===== src/design/msled_pkg.sv =====
// ----------------------------------------------------------------------------
// LED slot controller package
// Command codes, internal command record, slot modes and sequencer states.
// ----------------------------------------------------------------------------
package msled_pkg;

	// Input function codes
	localparam logic [2:0] FUNC_SET   = 3'd0;
	localparam logic [2:0] FUNC_ONCE  = 3'd1;
	localparam logic [2:0] FUNC_TWICE = 3'd2;
	localparam logic [2:0] FUNC_CONT  = 3'd3;
	localparam logic [2:0] FUNC_TICK  = 3'd4;
	localparam logic [2:0] FUNC_ANIM  = 3'd5;

	// Slot indexes are carried wide enough for the largest slot count.
	localparam int SLOT_IDX_W = 4;
	localparam int TIMER_W    = 27;
	localparam int THR_W      = 26;
	localparam int THR_SCALE  = 1000;
	localparam int BLINK_MS_RESET = 100;

	typedef enum logic [1:0] {
		OP_SET,
		OP_BLINK,
		OP_TICK,
		OP_ANIM
	} op_t;

	typedef enum logic [1:0] {
		MODE_SOLID,
		MODE_ONCE,
		MODE_TWICE,
		MODE_CONT
	} mode_t;

	typedef enum logic [1:0] {
		KIND_DRAW,
		KIND_PUSH,
		KIND_STOP,
		KIND_START
	} kind_t;

	typedef enum logic [2:0] {
		ST_IDLE,
		ST_STOP,
		ST_DRAW,
		ST_PUSH,
		ST_START,
		ST_TICK,
		ST_TPUSH,
		ST_TFIN
	} bstate_t;

	typedef struct packed {
		op_t                   op;
		mode_t                 mode;
		logic [SLOT_IDX_W-1:0] lo;
		logic [SLOT_IDX_W-1:0] hi;
		logic [31:0]           color;
		logic [19:0]           us;
	} cmd_t;

endpackage


===== src/design/msled_if.sv =====
// ----------------------------------------------------------------------------
// LED slot controller channels
// Valid/ready channels for command items and for result items.
// ----------------------------------------------------------------------------
interface msled_item_if;
	logic        valid;
	logic        ready;
	logic [2:0]  func;
	logic [2:0]  slot;
	logic        all_slots;
	logic [31:0] color;
	logic [19:0] elapsed_us;

	modport source (output valid, func, slot, all_slots, color, elapsed_us, input ready);
	modport sink (input valid, func, slot, all_slots, color, elapsed_us, output ready);
endinterface

interface msled_result_if;
	logic        valid;
	logic        ready;
	logic [1:0]  kind;
	logic [2:0]  pixel_slot;
	logic [31:0] pixel_color;
	logic        last;

	modport source (output valid, kind, pixel_slot, pixel_color, last, input ready);
	modport sink (input valid, kind, pixel_slot, pixel_color, last, output ready);
endinterface


===== src/design/msled_front.sv =====
// ----------------------------------------------------------------------------
// LED slot controller front end
// Accepts command items, decodes them into internal commands and drops
// unused codes and out-of-range slots.
// ----------------------------------------------------------------------------
module msled_front import msled_pkg::*; #(
	parameter int NUM_SLOTS = 5
) (
	input  logic        clk,
	input  logic        arst_n,
	msled_item_if.sink  item,
	output logic        cmd_valid,
	input  logic        cmd_ready,
	output cmd_t        cmd
);

	localparam int CNT_W = SLOT_IDX_W + 1;
	localparam logic [SLOT_IDX_W-1:0] LAST_IDX = SLOT_IDX_W'(NUM_SLOTS - 1);
	localparam logic [CNT_W-1:0] NSLOTS = CNT_W'(NUM_SLOTS);

	logic                  valid_s1;
	cmd_t                  cmd_s1;
	logic                  keep;
	logic                  in_range;
	logic                  slot_ok;
	logic [SLOT_IDX_W-1:0] sel_lo;
	logic [SLOT_IDX_W-1:0] sel_hi;
	cmd_t                  cls;

	always_comb begin
		in_range = CNT_W'(item.slot) < NSLOTS;
		slot_ok  = item.all_slots || in_range;
		sel_lo   = item.all_slots ? '0 : SLOT_IDX_W'(item.slot);
		sel_hi   = item.all_slots ? LAST_IDX : SLOT_IDX_W'(item.slot);
		keep      = 1'b0;
		cls.op    = OP_SET;
		cls.mode  = MODE_ONCE;
		cls.lo    = '0;
		cls.hi    = LAST_IDX;
		cls.color = item.color;
		cls.us    = item.elapsed_us;
		case (item.func)
			FUNC_SET: begin
				keep   = slot_ok;
				cls.lo = sel_lo;
				cls.hi = sel_hi;
			end
			FUNC_ONCE: begin
				keep   = slot_ok;
				cls.op = OP_BLINK;
				cls.lo = sel_lo;
				cls.hi = sel_hi;
			end
			FUNC_TWICE: begin
				keep     = slot_ok;
				cls.op   = OP_BLINK;
				cls.mode = MODE_TWICE;
				cls.lo   = sel_lo;
				cls.hi   = sel_hi;
			end
			FUNC_CONT: begin
				keep     = slot_ok;
				cls.op   = OP_BLINK;
				cls.mode = MODE_CONT;
				cls.lo   = sel_lo;
				cls.hi   = sel_hi;
			end
			FUNC_TICK: begin
				keep   = 1'b1;
				cls.op = OP_TICK;
			end
			FUNC_ANIM: begin
				keep   = 1'b1;
				cls.op = OP_ANIM;
			end
			default: keep = 1'b0;
		endcase
	end

	assign item.ready = !valid_s1 || cmd_ready;

	always_ff @(posedge clk or negedge arst_n) begin
		if (!arst_n) begin
			valid_s1 <= 1'b0;
		end else if (item.valid && item.ready) begin
			valid_s1 <= keep;
		end else if (cmd_ready) begin
			valid_s1 <= 1'b0;
		end
	end

	always_ff @(posedge clk) begin
		if (item.valid && item.ready) begin
			cmd_s1 <= cls;
		end
	end

	assign cmd_valid = valid_s1;
	assign cmd       = cmd_s1;

endmodule


===== src/design/msled_cmdq.sv =====
// ----------------------------------------------------------------------------
// LED slot controller command queue
// Short FIFO that decouples the decoder from the slot sequencer.
// ----------------------------------------------------------------------------
module msled_cmdq import msled_pkg::*; (
	input  logic clk,
	input  logic arst_n,
	input  logic push_valid,
	output logic push_ready,
	input  cmd_t push_cmd,
	output logic pop_valid,
	input  logic pop_ready,
	output cmd_t pop_cmd
);

	localparam int DEPTH = 2;
	localparam int PW    = (DEPTH > 1) ? $clog2(DEPTH) : 1;
	localparam int CW    = $clog2(DEPTH + 1);
	localparam logic [PW-1:0] LAST_PTR = PW'(DEPTH - 1);

	cmd_t          entries_q [DEPTH];
	logic [PW-1:0] wr_ptr_q;
	logic [PW-1:0] rd_ptr_q;
	logic [CW-1:0] count_q;
	logic          push;
	logic          pop;

	assign push_ready = count_q != CW'(DEPTH);
	assign pop_valid  = count_q != '0;
	assign push       = push_valid && push_ready;
	assign pop        = pop_valid && pop_ready;
	assign pop_cmd    = entries_q[rd_ptr_q];

	always_ff @(posedge clk or negedge arst_n) begin
		if (!arst_n) begin
			wr_ptr_q <= '0;
			rd_ptr_q <= '0;
			count_q  <= '0;
		end else begin
			if (push) begin
				wr_ptr_q <= (wr_ptr_q == LAST_PTR) ? '0 : wr_ptr_q + 1'b1;
			end
			if (pop) begin
				rd_ptr_q <= (rd_ptr_q == LAST_PTR) ? '0 : rd_ptr_q + 1'b1;
			end
			if (push && !pop) begin
				count_q <= count_q + 1'b1;
			end else if (pop && !push) begin
				count_q <= count_q - 1'b1;
			end
		end
	end

	always_ff @(posedge clk) begin
		if (push) begin
			entries_q[wr_ptr_q] <= push_cmd;
		end
	end

	a_count_bound: assert property (@(posedge clk) disable iff (!arst_n)
		count_q <= CW'(DEPTH))
		else $error("command queue holds more entries than its depth");

	a_count_inc: assert property (@(posedge clk) disable iff (!arst_n)
		(push && !pop) |=> (count_q == $past(count_q) + CW'(1)))
		else $error("command queue lost a pushed command");

endmodule


===== src/design/msled_back.sv =====
// ----------------------------------------------------------------------------
// LED slot controller sequencer
// Holds the slot state, walks the slots of each command and issues the
// resulting draw, push and animation events through an output register.
// ----------------------------------------------------------------------------
module msled_back import msled_pkg::*; #(
	parameter int NUM_SLOTS = 5
) (
	input  logic          clk,
	input  logic          arst_n,
	input  logic          q_valid,
	output logic          q_ready,
	input  cmd_t          q_cmd,
	input  logic          cfg_we,
	input  logic [15:0]   cfg_wdata,
	msled_result_if.source result
);

	localparam int SW  = (NUM_SLOTS > 1) ? $clog2(NUM_SLOTS) : 1;
	localparam int TSW = TIMER_W + 1;
	localparam logic [SLOT_IDX_W-1:0] LAST_IDX = SLOT_IDX_W'(NUM_SLOTS - 1);

	typedef struct packed {
		logic               we_mode;
		mode_t              mode;
		logic               we_phase;
		logic               phase;
		logic               we_timer;
		logic [TIMER_W-1:0] timer;
		logic               we_rest;
		logic               we_blnk;
	} slot_wr_t;

	bstate_t               state_q, state_d;
	cmd_t                  cmd_q;
	logic [SLOT_IDX_W-1:0] idx_q;
	logic                  need_push_q;
	logic                  toggled_q;
	logic                  anim_q;
	logic                  pend_q;
	logic [THR_W-1:0]      thr_q;

	mode_t                 mode_q  [NUM_SLOTS];
	logic                  phase_q [NUM_SLOTS];
	logic [TIMER_W-1:0]    timer_q [NUM_SLOTS];
	logic [31:0]           rest_q  [NUM_SLOTS];
	logic [31:0]           blnk_q  [NUM_SLOTS];

	logic                  res_valid_q;
	kind_t                 res_kind_q;
	logic [2:0]            res_slot_q;
	logic [31:0]           res_color_q;
	logic                  res_last_q;

	logic [SW-1:0]         cur;
	logic                  last_slot;
	logic                  emit_ok;
	logic                  pop;
	logic                  emit;
	kind_t                 e_kind;
	logic                  e_draw;
	logic [31:0]           e_color;
	logic                  e_last;
	logic                  adv;
	logic                  tick_adv;
	logic                  np_load;
	logic                  np_val;
	logic                  clr_anim;
	logic                  set_anim;
	logic                  set_pend;
	logic                  clr_pend;
	logic                  set_tog;
	slot_wr_t              wr;
	logic [TSW-1:0]        t_sum;
	logic [TIMER_W-1:0]    t_sat;
	logic                  hit;

	assign cur       = idx_q[SW-1:0];
	assign last_slot = idx_q == cmd_q.hi;
	assign emit_ok   = !res_valid_q || result.ready;
	assign pop       = q_valid && q_ready;

	// The accumulator saturates instead of wrapping.
	assign t_sum = {1'b0, timer_q[cur]} + TSW'(cmd_q.us);
	assign t_sat = t_sum[TIMER_W] ? '1 : t_sum[TIMER_W-1:0];
	assign hit   = t_sat >= TIMER_W'(thr_q);

	always_ff @(posedge clk or negedge arst_n) begin
		if (!arst_n) begin
			state_q <= ST_IDLE;
		end else begin
			state_q <= state_d;
		end
	end

	always_comb begin
		state_d  = state_q;
		q_ready  = 1'b0;
		emit     = 1'b0;
		e_kind   = KIND_DRAW;
		e_draw   = 1'b0;
		e_color  = '0;
		e_last   = 1'b0;
		adv      = 1'b0;
		tick_adv = 1'b0;
		np_load  = 1'b0;
		np_val   = 1'b0;
		clr_anim = 1'b0;
		set_anim = 1'b0;
		set_pend = 1'b0;
		clr_pend = 1'b0;
		set_tog  = 1'b0;
		wr       = '0;
		case (state_q)
			ST_IDLE: begin
				q_ready = 1'b1;
				if (q_valid) begin
					case (q_cmd.op)
						OP_SET, OP_BLINK: begin
							state_d = anim_q ? ST_STOP : ST_DRAW;
							np_load = 1'b1;
							np_val  = (q_cmd.op == OP_BLINK) || anim_q;
						end
						OP_TICK: state_d = anim_q ? ST_IDLE : ST_TICK;
						OP_ANIM: state_d = ST_START;
						default: state_d = ST_IDLE;
					endcase
				end
			end
			ST_STOP: begin
				emit   = 1'b1;
				e_kind = KIND_STOP;
				if (emit_ok) begin
					clr_anim = 1'b1;
					state_d  = ST_DRAW;
				end
			end
			ST_DRAW: begin
				emit    = 1'b1;
				e_draw  = 1'b1;
				e_color = cmd_q.color;
				e_last  = last_slot && !need_push_q;
				if (emit_ok) begin
					if (cmd_q.op == OP_SET) begin
						wr.we_rest = 1'b1;
						set_pend   = !need_push_q;
					end else begin
						wr.we_mode  = 1'b1;
						wr.mode     = cmd_q.mode;
						wr.we_phase = 1'b1;
						wr.phase    = 1'b1;
						wr.we_timer = 1'b1;
						wr.we_blnk  = 1'b1;
					end
					if (need_push_q) begin
						state_d = ST_PUSH;
					end else if (last_slot) begin
						state_d = ST_IDLE;
					end else begin
						adv     = 1'b1;
						np_load = 1'b1;
						np_val  = cmd_q.op == OP_BLINK;
					end
				end
			end
			ST_PUSH: begin
				emit   = 1'b1;
				e_kind = KIND_PUSH;
				e_last = last_slot;
				if (emit_ok) begin
					if (last_slot) begin
						state_d = ST_IDLE;
					end else begin
						state_d = ST_DRAW;
						adv     = 1'b1;
						np_load = 1'b1;
						np_val  = cmd_q.op == OP_BLINK;
					end
				end
			end
			ST_START: begin
				emit   = 1'b1;
				e_kind = KIND_START;
				e_last = 1'b1;
				if (emit_ok) begin
					set_anim = 1'b1;
					state_d  = ST_IDLE;
				end
			end
			ST_TICK: begin
				if (mode_q[cur] == MODE_SOLID) begin
					tick_adv = 1'b1;
				end else if (!hit) begin
					wr.we_timer = 1'b1;
					wr.timer    = t_sat;
					tick_adv    = 1'b1;
				end else begin
					emit   = 1'b1;
					e_draw = 1'b1;
					if (phase_q[cur]) begin
						e_color = '0;
					end else if (mode_q[cur] == MODE_ONCE) begin
						e_color = rest_q[cur];
					end else begin
						e_color = blnk_q[cur];
					end
					if (emit_ok) begin
						wr.we_timer = 1'b1;
						set_tog     = 1'b1;
						if (phase_q[cur]) begin
							wr.we_phase = 1'b1;
							tick_adv    = 1'b1;
						end else begin
							case (mode_q[cur])
								MODE_ONCE: begin
									wr.we_mode = 1'b1;
									wr.mode    = MODE_SOLID;
									tick_adv   = 1'b1;
								end
								MODE_TWICE: begin
									// A double blink restarts as a single one.
									wr.we_mode  = 1'b1;
									wr.mode     = MODE_ONCE;
									wr.we_phase = 1'b1;
									wr.phase    = 1'b1;
									state_d     = ST_TPUSH;
								end
								default: begin
									wr.we_phase = 1'b1;
									wr.phase    = 1'b1;
									tick_adv    = 1'b1;
								end
							endcase
						end
					end
				end
			end
			ST_TPUSH: begin
				emit   = 1'b1;
				e_kind = KIND_PUSH;
				if (emit_ok) begin
					tick_adv = 1'b1;
				end
			end
			ST_TFIN: begin
				if (toggled_q || pend_q) begin
					emit   = 1'b1;
					e_kind = KIND_PUSH;
					e_last = 1'b1;
					if (emit_ok) begin
						clr_pend = 1'b1;
						state_d  = ST_IDLE;
					end
				end else begin
					state_d = ST_IDLE;
				end
			end
			default: state_d = ST_IDLE;
		endcase
		if (tick_adv) begin
			if (last_slot) begin
				state_d = ST_TFIN;
			end else begin
				state_d = ST_TICK;
				adv     = 1'b1;
			end
		end
	end

	always_ff @(posedge clk or negedge arst_n) begin
		if (!arst_n) begin
			idx_q       <= '0;
			need_push_q <= 1'b0;
			toggled_q   <= 1'b0;
			anim_q      <= 1'b0;
			pend_q      <= 1'b0;
			thr_q       <= THR_W'(BLINK_MS_RESET * THR_SCALE);
		end else begin
			if (pop) begin
				idx_q     <= q_cmd.lo;
				toggled_q <= 1'b0;
			end else begin
				if (adv) begin
					idx_q <= idx_q + 1'b1;
				end
				if (set_tog) begin
					toggled_q <= 1'b1;
				end
			end
			if (np_load) begin
				need_push_q <= np_val;
			end
			if (set_anim) begin
				anim_q <= 1'b1;
			end else if (clr_anim) begin
				anim_q <= 1'b0;
			end
			if (set_pend) begin
				pend_q <= 1'b1;
			end else if (clr_pend) begin
				pend_q <= 1'b0;
			end
			if (cfg_we) begin
				thr_q <= THR_W'(THR_W'(cfg_wdata) * THR_W'(THR_SCALE));
			end
		end
	end

	always_ff @(posedge clk) begin
		if (pop) begin
			cmd_q <= q_cmd;
		end
	end

	always_ff @(posedge clk or negedge arst_n) begin
		if (!arst_n) begin
			for (int i = 0; i < NUM_SLOTS; i++) begin
				mode_q[i]  <= MODE_SOLID;
				phase_q[i] <= 1'b0;
				timer_q[i] <= '0;
				rest_q[i]  <= '0;
				blnk_q[i]  <= '0;
			end
		end else begin
			if (wr.we_mode) begin
				mode_q[cur] <= wr.mode;
			end
			if (wr.we_phase) begin
				phase_q[cur] <= wr.phase;
			end
			if (wr.we_timer) begin
				timer_q[cur] <= wr.timer;
			end
			if (wr.we_rest) begin
				rest_q[cur] <= cmd_q.color;
			end
			if (wr.we_blnk) begin
				blnk_q[cur] <= cmd_q.color;
			end
		end
	end

	// The output register lets the sequencer run on while a result waits.
	always_ff @(posedge clk or negedge arst_n) begin
		if (!arst_n) begin
			res_valid_q <= 1'b0;
		end else if (emit && emit_ok) begin
			res_valid_q <= 1'b1;
		end else if (result.ready) begin
			res_valid_q <= 1'b0;
		end
	end

	always_ff @(posedge clk) begin
		if (emit && emit_ok) begin
			res_kind_q  <= e_kind;
			res_slot_q  <= e_draw ? idx_q[2:0] : 3'd0;
			res_color_q <= e_color;
			res_last_q  <= e_last;
		end
	end

	assign result.valid       = res_valid_q;
	assign result.kind        = res_kind_q;
	assign result.pixel_slot  = res_slot_q;
	assign result.pixel_color = res_color_q;
	assign result.last        = res_last_q;

	a_nondraw_zero: assert property (@(posedge clk) disable iff (!arst_n)
		(res_valid_q && res_kind_q != KIND_DRAW) |-> (res_color_q == '0 && res_slot_q == '0))
		else $error("non-draw result carries a slot or a color");

	a_tick_no_anim: assert property (@(posedge clk) disable iff (!arst_n)
		(state_q == ST_TICK || state_q == ST_TPUSH) |-> !anim_q)
		else $error("tick walks the slots while an animation runs");

	a_idx_range: assert property (@(posedge clk) disable iff (!arst_n)
		(state_q != ST_IDLE) |-> (idx_q <= LAST_IDX))
		else $error("slot index beyond the last slot");

	a_start_sets_anim: assert property (@(posedge clk) disable iff (!arst_n)
		(state_q == ST_START && emit_ok) |=> anim_q)
		else $error("start animation did not enter animation mode");

endmodule


===== src/design/multi_slot_led_blink_controller_unit.sv =====
// ----------------------------------------------------------------------------
// Multi-slot LED blink controller
// Commands go through a decoder and a two-entry queue to a slot sequencer that
// issues at most one result per cycle through an output register. The
// sequencer takes one command at a time, taking it from the queue in its idle
// state. After that, a start animation issues its start result, and a set
// color or blink issues a stop result first if an animation runs, then a draw
// result for each addressed slot, each followed by a push result where one is
// due. A tick visits every slot in turn, a toggle draw included, issues a push
// for each restart of a double blink and ends in a final push state, whether
// or not a push is due; a tick in animation mode ends with the take. Stalls on
// the result channel hold the sequencer while a result waits. The decoder
// drops unused codes and out-of-range slots and keeps accepting commands while
// the queue has room.
// ----------------------------------------------------------------------------
module multi_slot_led_blink_controller_unit import msled_pkg::*; #(
	parameter int NUM_SLOTS = 5
) (
	input  logic           clk,
	input  logic           arst_n,
	msled_item_if.sink     item,
	msled_result_if.source result,
	input  logic           cfg_we,
	input  logic [15:0]    cfg_wdata
);

	logic f_valid;
	logic f_ready;
	cmd_t f_cmd;
	logic b_valid;
	logic b_ready;
	cmd_t b_cmd;

	msled_front #(
		.NUM_SLOTS(NUM_SLOTS)
	) u_front (
		.clk       (clk),
		.arst_n    (arst_n),
		.item      (item),
		.cmd_valid (f_valid),
		.cmd_ready (f_ready),
		.cmd       (f_cmd)
	);

	msled_cmdq u_cmdq (
		.clk        (clk),
		.arst_n     (arst_n),
		.push_valid (f_valid),
		.push_ready (f_ready),
		.push_cmd   (f_cmd),
		.pop_valid  (b_valid),
		.pop_ready  (b_ready),
		.pop_cmd    (b_cmd)
	);

	msled_back #(
		.NUM_SLOTS(NUM_SLOTS)
	) u_back (
		.clk       (clk),
		.arst_n    (arst_n),
		.q_valid   (b_valid),
		.q_ready   (b_ready),
		.q_cmd     (b_cmd),
		.cfg_we    (cfg_we),
		.cfg_wdata (cfg_wdata),
		.result    (result)
	);

endmodule

===== src/flat_wrapper.sv =====
// flat-port wrapper written by rule: the top's interface ports become plain ports
module multi_slot_led_blink_controller_unit_flat import msled_pkg::*;
#(
	parameter int NUM_SLOTS = 5
)
  (clk, arst_n, cfg_we, cfg_wdata, item_valid, item_func, item_slot, item_all_slots, item_color, item_elapsed_us, item_ready, result_valid, result_kind, result_pixel_slot, result_pixel_color, result_last, result_ready);
  msled_item_if item_i ();
  msled_result_if result_i ();
  input  logic clk;
  input  logic arst_n;
  input  logic cfg_we;
  input  logic [15:0] cfg_wdata;
  input wire logic [$bits(item_i.valid)-1:0] item_valid;
  input wire logic [$bits(item_i.func)-1:0] item_func;
  input wire logic [$bits(item_i.slot)-1:0] item_slot;
  input wire logic [$bits(item_i.all_slots)-1:0] item_all_slots;
  input wire logic [$bits(item_i.color)-1:0] item_color;
  input wire logic [$bits(item_i.elapsed_us)-1:0] item_elapsed_us;
  output wire logic [$bits(item_i.ready)-1:0] item_ready;
  output wire logic [$bits(result_i.valid)-1:0] result_valid;
  output wire logic [$bits(result_i.kind)-1:0] result_kind;
  output wire logic [$bits(result_i.pixel_slot)-1:0] result_pixel_slot;
  output wire logic [$bits(result_i.pixel_color)-1:0] result_pixel_color;
  output wire logic [$bits(result_i.last)-1:0] result_last;
  input wire logic [$bits(result_i.ready)-1:0] result_ready;
  assign item_i.valid = item_valid;
  assign item_i.func = item_func;
  assign item_i.slot = item_slot;
  assign item_i.all_slots = item_all_slots;
  assign item_i.color = item_color;
  assign item_i.elapsed_us = item_elapsed_us;
  assign item_ready = item_i.ready;
  assign result_valid = result_i.valid;
  assign result_kind = result_i.kind;
  assign result_pixel_slot = result_i.pixel_slot;
  assign result_pixel_color = result_i.pixel_color;
  assign result_last = result_i.last;
  assign result_i.ready = result_ready;
  multi_slot_led_blink_controller_unit #(.NUM_SLOTS(NUM_SLOTS)) u_core (.clk(clk), .arst_n(arst_n), .item(item_i), .result(result_i), .cfg_we(cfg_we), .cfg_wdata(cfg_wdata));
endmodule

===== config.mk =====
export PLATFORM = sky130hd
export DESIGN_NAME = multi_slot_led_blink_controller_unit_flat
export DESIGN_NICKNAME = d
export VERILOG_FILES = /design/src/design/msled_pkg.sv /design/src/design/msled_if.sv /design/src/design/msled_front.sv /design/src/design/msled_cmdq.sv /design/src/design/msled_back.sv /design/src/design/multi_slot_led_blink_controller_unit.sv /design/src/flat_wrapper.sv
export SDC_FILE = /design/constraint.sdc
export NUM_CORES = 1
export LEC_CHECK = 0
export BUFFER_PORTS_ARGS = -buffer_cell sky130_fd_sc_hd__buf_2
export CORE_ASPECT_RATIO = 1.4
export CORE_MARGIN = 3
export CORE_UTILIZATION = 55
export DETAILED_ROUTE_END_ITERATION = 6
export GPL_TIMING_DRIVEN = 0
export PLACE_DENSITY = 0.75
export SLEW_MARGIN = 10
export SYNTH_ARGS = -nofsm -noshare
export SYNTH_HDL_FRONTEND = slang
export SYNTH_SLANG_ARGS = --single-unit

===== constraint.sdc =====
create_clock -name clk -period 7.34 [get_ports clk]
set_clock_uncertainty 0.05 [all_clocks]
set_input_delay 0.367 -clock clk [delete_from_list [all_inputs] [get_ports clk]]
set_output_delay 0.367 -clock clk [all_outputs]
set_load 0.01 [all_outputs]

### After elaboration in Yosys (flattened, before gate mapping)

Memories as Yosys holds them, arrays and structs flattened.
Index checks and enable logic that the tools add are counted.
W data, S select, Z words.

| operators by class | value |
|---|---|
| add/sub/neg operators | 6 |
| multipliers | 1 |
| magnitude comparators | 4 |
| equal/unequal tests | 30 |
| muxes and demuxes | 136 |
| bitwise gates (word level) | 2 |
| reduce and logical (&&, ||, !) cells | 40 |

Operator list:

| cell | number |
|---|---|
| $bwmux W160 | 2 |
| $mux W32 | 9 |
| $bmux W32 S3 | 2 |
| $mux W27 | 6 |
| $bwmux W135 | 1 |
| $demux W32 S3 | 1 |
| $bmux W27 S3 | 1 |
| $demux W27 S3 | 1 |
| $pmux W32 S2 | 1 |
| $mux W1 | 57 |
| $mux W3 | 16 |
| $mux W33 | 1 |
| $add A27 B20 Y28 | 1 |
| $ge A27 B26 Y1 | 1 |
| $mul A16 B7 Y23 const B | 1 |
| $mux W2 | 11 |
| $ne A3 B3 Y1 const B | 7 |
| $pmux W3 S7 | 1 |
| $eq A3 B3 Y1 const B | 6 |
| $mux W6 | 3 |
| $reduce_bool A2 Y1 | 8 |
| $eq A3 B2 Y1 const B | 4 |
| $pmux W6 S2 | 1 |
| $reduce_and A11 Y1 | 1 |
| 42 further kinds | 76 |

| storage, ports and cells | value |
|---|---|
| bits in registers | 672 |
| memory bits (writable) | 128 |
| bits of input ports | 80 |
| output and inout port bits | 40 |
| logic and storage cells | 274 |
| memories | 1 |

Memories:

| name | words | bits a word | read ports | clocked after memory_dff | wr ports | RTL line | RTL |
|---|---|---|---|---|---|---|---|
| u_core.u_cmdq.entries_q | 2 | 64 | 1 | 0 | 1 | msled_cmdq.sv:21 | `cmd_t entries_q [DEPTH];` |

### Longest topological paths before layout

| depth | value |
|---|---|
| depth after elaboration | 14 |
| depth in mapped cells | 32 |
| gate-level depth less buffers | 23 |

### Modules after synthesis

Synthesis repeated with hierarchy kept, for this count alone.

| unflattened totals | value |
|---|---|
| cells, all modules | 2734 |
| area, all modules | 37237.0 µm² |

Modules (own cells, without submodules):

| module | instances | cells an instance | area an instance (µm²) | seq. area each (µm²) |
|---|---|---|---|---|
| msled_back | 1 | 2436 | 30260.3 | 15587.4 |
| msled_cmdq | 1 | 217 | 5018.6 | 3943.8 |
| msled_front | 1 | 81 | 1958.1 | 1826.8 |

### Least setup slack after synthesis

Ideal clock, no wire load.

| timing path | value |
|---|---|
| path type | reg-to-reg |
| start point | reg u_core.u_back.idx_q[1] |
| end point | reg u_core.u_back.res_kind_q[0] (netlist: u_core.u_back.result.kind[0]), enable pin |
| setup time | 433 ps |
| arrival | 7598 ps |
| required time | 6857 ps |
| path slack | -741 ps |
| cell stages (with the launch flop) | 29 |
| path buffers | 8 |
| period minus slack after synthesis | 8081 ps |
| cell sequence | dfrtp_1 > buf_6 > buf_6 > clkbuf_1 > buf_2 > buf_2 > buf_1 > mux4_2 > a22o_1 > ha_1 > o21a_1 > o2111ai_1 > o2111a_1 > o311a_1 > nor4b_2 > nand2_1 > clkbuf_1 > nand2_1 > ha_1 > nand3_1 > nor4_1 > o21a_1 > o31ai_1 > a31oi_1 > a21oi_2 > buf_6 > nor2_1 > nor2_1 > nor2_1 |

| on the way | value |
|---|---|
| cells in the longest elaborated chain, start to end | 11 |
| elaborated cells on any way between the ends | 15 |
| classes of those cells | add/sub: 1; order compare: 1; mux: 10; bitwise: 1; reduce/logical: 2 |

RTL lines:

| element | RTL line | RTL |
|---|---|---|
| from (decl) | msled_back.sv:36 | `logic [SLOT_IDX_W-1:0] idx_q;` |
| from (signal assigned) | msled_back.sv:280 | `idx_q <= q_cmd.lo;` |
| from (signal assigned) | msled_back.sv:284 | `idx_q <= idx_q + 1'b1;` |
| $not A3 Y4 (not written as such) * | msled_back.sv:84, msled_back.sv:191 |  |
| $bmux W27 S3 | msled_back.sv:84 | `assign t_sum = {1'b0, timer_q[cur]} + TSW'(cmd_q.us);` |
| $mux W27 (not written as such) (2 in a row) | msled_back.sv:84 |  |
| $add A27 B20 Y28 | msled_back.sv:84 |  |
| $mux W27 | msled_back.sv:85 | `assign t_sat = t_sum[TIMER_W] ? '1 : t_sum[TIMER_W-1:0];` |
| $ge A27 B26 Y1 | msled_back.sv:86 | `assign hit = t_sat >= TIMER_W'(thr_q);` |
| $mux W1 | msled_back.sv:193 | `end else if (!hit) begin` |
| $mux W1 * | msled_back.sv:191 | `if (mode_q[cur] == MODE_SOLID) begin` |
| $pmux W1 S3 * | msled_back.sv:114 | `case (state_q)` |
| $logic_and A1 B1 Y1 * | msled_back.sv:355 | `if (emit && emit_ok) begin` |
| to (signal assigned) | msled_back.sv:356 | `res_kind_q <= e_kind;` |
| to (decl) | msled_back.sv:50 | `kind_t res_kind_q;` |

Mark *: on every way between the ends. The rest lies on a longest branch, timed or not. The select of a mux whose other input is x is not followed.
A chain may end at the register's enable or synchronous reset.

### Worst setup path in the final report

| timing path | value |
|---|---|
| start point | reg u_core.u_back.idx_q[2] |
| end point | reg u_core.u_back.res_color_q[29] (netlist: u_core.u_back.result.pixel_color[29]) (data pin) |

| on the way | value |
|---|---|
| cells in the longest elaborated chain, start to end | 10 |
| elaborated cells on any way between the ends | 26 |
| classes of those cells | add/sub: 1; order compare: 1; eq/ne: 1; mux: 21; bitwise: 1; reduce/logical: 1 |

RTL lines:

| element | RTL line | RTL |
|---|---|---|
| $not A3 Y4 (not written as such) * | - |  |
| $bmux W27 S3 / $bmux W2 S3 (equally long branches) | msled_back.sv:84, msled_back.sv:191, msled_back.sv:202 |  |
| $mux W27 (not written as such) / $mux W2 (equally long branches) (2 in a row) | msled_back.sv:84, msled_back.sv:191, msled_back.sv:202 |  |
| $add A27 B20 Y28 / $eq A2 B1 Y1 (equally long branches) | msled_back.sv:84, msled_back.sv:202 |  |
| $mux W27 / $mux W32 (equally long branches) | msled_back.sv:85, msled_back.sv:202 |  |
| $ge A27 B26 Y1 / $mux W32 (equally long branches) | msled_back.sv:86, msled_back.sv:200 |  |
| $mux W32 | msled_back.sv:193 |  |
| $mux W32 * | msled_back.sv:191 |  |
| $pmux W32 S2 * | msled_back.sv:114 |  |
| to (signal assigned) | msled_back.sv:358 | `res_color_q <= e_color;` |
| to (decl) | msled_back.sv:52 | `logic [31:0] res_color_q;` |

Marks and branches as above.

==> results.md <==
Pwr:
- The peak ir drop on the vdd network is 0.239 mV.
- The power density over the cells is about 380 nW/um^2.
- Cell internal power was estimated by the tool at 0.00992 W.
- Sequential cells burn a little over a third of the power.
- Summed over all nets, the switching power comes to 0.00609 W.
- Combinational cells account for around 40% of the total power.
- Overall power consumption after layout is estimated at approximately 0.016 W.
- The portion of total power attributed to the clock network is between 20% and 30%.
- The fraction of power spent switching nets is a little under two fifths.
- For this design the static power due to leakage is ~18 nW.

STA:
- The count of pins over their slew limit was 0.
- The worst max-slew margin expressed relative to the limit is between 10% and 20%.
- The ratio of final minimum period to clock period is roughly 97%.
- The count of endpoints failing hold in the final timing report is 0.
- For this run, the top clock speed supported by timing is ~0.14 GHz.
- Adding up every negative setup slack in the final design gives 0 ns.
- Setup repair after global routing left no endpoint under its margin.
- At the pin with the least slew margin, the transition time is 1.22 ns.
- The final setup violation count is 0.
- The worst hold margin is 0.0458 ns.
- The smallest clock period supported by the final layout is computed as between 7 and 8 ns.

Hold path:
- The worst hold path terminates at u_core.u_back.thr_q[3].
- The worst hold path was traced through 2 stages.
- In this run the most critical hold path is launched from cfg_wdata[0].
- The class of the tightest hold or removal check is input pin to flop.

Worst setup path:
- The critical path in this run is classified as flop to flop.
- The critical path's slowest cell is sky130_fd_sc_hd__dfrtp_2.
- STA classifies the critical path endpoint as a flop.
- At the worst endpoint, the required time is roughly 7.7 ns.
- The worst setup path is launched from a flop.
- In this run the worst path has a maximum fanout of 16.
- In this run the critical register-to-register path is captured at u_core.u_back.result.pixel_color[29].
- Data arrives at the worst endpoint at about 7.4 ns.
- The largest single stage delay on the critical path is between 0.4 and 0.5 ns.
- Counting cells, the worst reg-to-reg path comes to 25.
- The setup check on the worst reg-to-reg path leaves a slack of 0.23 ns.
- In this run the critical register-to-register path is launched from u_core.u_back.idx_q[2].

Yosys:
- The post-synthesis sequential area ratio is a little under three fifths.
- The fraction of synthesis flops using an asynchronous set or reset pin is 64.8%.
- The register bit count reported by yosys is around 790.
- The net count after synthesis is approximately 3000.
- In the post-synthesis netlist, the biggest area contributors are sky130_fd_sc_hd__dfrtp_1, sky130_fd_sc_hd__edfxtp_1, sky130_fd_sc_hd__mux2_2.
- The number of distinct standard cells referenced by the synthesized netlist is 80.
- The count of flip-flops with a built-in enable after synthesis is 277.
- Ranked by instance count, the synthesized netlist is headed by sky130_fd_sc_hd__dfrtp_1, sky130_fd_sc_hd__mux2_2, sky130_fd_sc_hd__edfxtp_1.
- The most common cell in the synthesized netlist is sky130_fd_sc_hd__dfrtp_1.
- Summed over all instances, the cell type with the most area after synthesis is sky130_fd_sc_hd__dfrtp_1.
- The number of warning messages in the yosys log is 0.
- After synthesis, the largest area contributor takes up between 30 and 40% of total cell area.
- The area of the mapped netlist is ~37000 um^2.
- The average size of a mapped cell is about 13 um^2.
- For this run, the leading register cell type out of synthesis is sky130_fd_sc_hd__dfrtp_1.
- Counting every instance in the synthesized netlist gives 2786.

Routing:
- The final antenna-violating net count is 0.
- The number of iterations in the first detailed-routing pass is 6.
- For this block, the initial DRC count from the detailed router was roughly 2000.
- The DRC violations left is 0.
- Summed over all layers, the routed wires come to approximately 99000 um.
- Using the TritonRoute via totals, the vias-per-cell ratio works out to a little over 6.
- Dividing the detail-routed wire length by the instance count gives ~25 um.
- The total vias in the final route is between 20000 and 25000.

Clock network:
- The number of buffers inserted during clock tree synthesis is 77.
- The H-tree depth is 3.
- The post-CTS clock slew at the launch and capture registers of the worst setup and hold paths is 0.07 ns.
- The root buffer cell is sky130_fd_sc_hd__clkbuf_16.
- The clock latency of the later-clocked register in the worst-skew pair is 0.64 ns.
- For this design, the sink count on the clock tree is a little under 800.
- TritonCTS built the clock tree.
- Counting along the longest clock path gives a buffer depth of 3.

GRT:
- The maximum number of pins on one net before global-route repair is around 120.
- The global-route wire length before repair is approximately 150000 um.
- The number of antenna violations at the first check in global routing was 2.
- The remaining global-route overflow is 0.
- The overall routing resource usage is between 20% and 30%.
- The via count of the first global-routing pass is 26200.

Floorplanning:
- The starting density of the core is 55.7%.
- The floorplan step defined a die boundary enclosing ~70000 um^2.
- The number of placement rows is 111.
- The count of boundary I/O pins is between 100 and 150.
- The floorplan step set the die width to ~220 um.
- The core region is 65800 um^2.
- The floorplan die height is 312 um.

Final layout:
- Fill cells in the final layout number between 4000 and 5000.
- Registers take 21100 um^2.
- The area taken by multi-input logic gates is between 10000 and 15000 um^2.
- At the end of the flow, the number of nets in the layout was between 3000 and 4000.
- The number of standard cells in the final layout excluding fillers is a little under 4000.
- Compared with the post-synthesis result, the final layout area differs by 14.9%.
- 0 antenna diodes ended up in the layout.
- The fraction of layout cells with a size suffix above 1 is roughly a quarter.

Place:
- The final weighted congestion in routability-driven placement is ~0.96.
- The sum of net half-perimeters after detailed placement is between 60000 and 70000 um.
- During placement, the flow inserted port buffers numbering 118.
- The count of placed standard cells including taps is 3760.

Run status:
- The flow ran to the end, and the final reports show no timing, DRC or antenna violations.

Flow run:
- Across the run, the number of max-cap violations was 0.
power groups by stage:
stage          combinational [W]  clock, W  sequential [W]
5_1_grt                  0.00686   0.00424         0.00573
3_5_place_dp             0.00596         0         0.00575
4_1_cts                  0.00620   0.00407         0.00567
2_1_floorplan            0.00385         0         0.00572
6_report                 0.00632   0.00401         0.00567
3_3_place_gp             0.00571         0         0.00574
repair_timing:
item	in CTS	in global routing
pin swaps	6	5
hold buffers	60	0
setup buffers	4	6
gates resized for setup	113	23
endpoints found under the setup margin	232	215
endpoints found under the hold margin	105	0
cloned	0	1
kinds of logic after synthesis:
kind of cell	count (synthesis)	synth area share, %
simple gates	458	5.41
fa+ha+maj	158	6.51
flops	787	57.5
mux	498	16.5
compound gates	588	10.3
xor+xnor	45	1.07
buf+inv	252	2.70
critical path, delay by kind of cell (launching register included):
family / cells / cell delay [ns]
DFF: 1 / 0.48
buffers and inverters: 5 / 1.48
AOI/OAI and AO/OA: 11 / 2.86
adders and majority gates: 3 / 0.84
and+or+nand+nor: 6 / 1.09
placed cells by master, fill, tap and decap left out, types with 29 or more instances in the layout:
cell type / n
sky130_fd_sc_hd__nor2_1: 93
sky130_fd_sc_hd__a21oi_1: 113
sky130_fd_sc_hd__clkbuf_1: 118
sky130_fd_sc_hd__clkbuf_16: 81
sky130_fd_sc_hd__buf_1: 29
sky130_fd_sc_hd__dfrtp_1: 501
sky130_fd_sc_hd__mux4_2: 48
sky130_fd_sc_hd__inv_1: 65
sky130_fd_sc_hd__mux2_2: 385
sky130_fd_sc_hd__o21ai_0: 189
sky130_fd_sc_hd__nand2_1: 252
sky130_fd_sc_hd__buf_2: 121
sky130_fd_sc_hd__a22oi_1: 32
sky130_fd_sc_hd__fa_1: 55
sky130_fd_sc_hd__mux2i_1: 65
sky130_fd_sc_hd__edfxtp_1: 277
sky130_fd_sc_hd__o22ai_1: 48
sky130_fd_sc_hd__ha_1: 102
sky130_fd_sc_hd__a22o_1: 43
sky130_fd_sc_hd__dlygate4sd3_1: 60
how the worst max path moves through the flow:
stage	startpoint	endpoint	slack [ns]	cells after the start
after floorplan	u_core.u_back.idx_q[1]	u_core.u_back.result.kind[0]	0.29	28
after global placement	arst_n	u_core.u_cmdq.rd_ptr_q	-3.90	1
after detailed placement	u_core.u_back.idx_q[0]	u_core.u_back.result.pixel_color[26]	-2.81	28
after CTS	u_core.u_back.idx_q[1]	u_core.u_back.result.pixel_color[29]	0.01	29
after global routing	u_core.u_back.idx_q[0]	u_core.u_back.result.pixel_color[27]	0.003	27
final	u_core.u_back.idx_q[2]	u_core.u_back.result.pixel_color[29]	0.23	25
per-layer routing:
layer	vias up	wire (um)	GRT usage [%]
li1	10800	-	-
met1	12500	36500	33.1
met2	963	49100	48.2
met3	339	5720	4.81
met4	4	7700	19.2
met5	-	22	0
flip-flops by register name (all words and copies together), names as in the netlist, 3 cells and up:
signal and cells:
u_core.u_back.thr_q 23, u_core.u_back.state_q 3, u_core.u_back.rest_q 160, u_core.u_back.result.pixel_slot 3, u_core.u_back.blnk_q 160, u_core.u_back.cmd_q 59, u_core.u_back.mode_q 10, u_core.u_front.cmd 60
u_core.u_back.result.pixel_color 32, u_core.u_back.idx_q 4, u_core.u_cmdq.entries_q 120, u_core.u_back.timer_q 135, u_core.u_back.phase_q 5
cell type report:
type                    count  area share [%]
plain buffers             176            2.15
repair buffers            198            3.57
clock inverters            28           0.795
well taps                 847            2.51
inverters                  68           0.614
flip-flops and latches    787            50.0
multi-input cells        1747            35.0
clock buffers             114            5.29
through the flow:
stage	setup WS [ns]	utilization [%]	cell area, um^2
floorplan	0.290	-	36700
global placement	-3.90	58.3	38300
detailed placement	-2.81	58.6	38600
CTS	0.0107	63.9	42000
global route	0.00313	64.0	42200
finish	0.227	64.0	42200
Note: power is estimated with default switching activity, not from simulation.
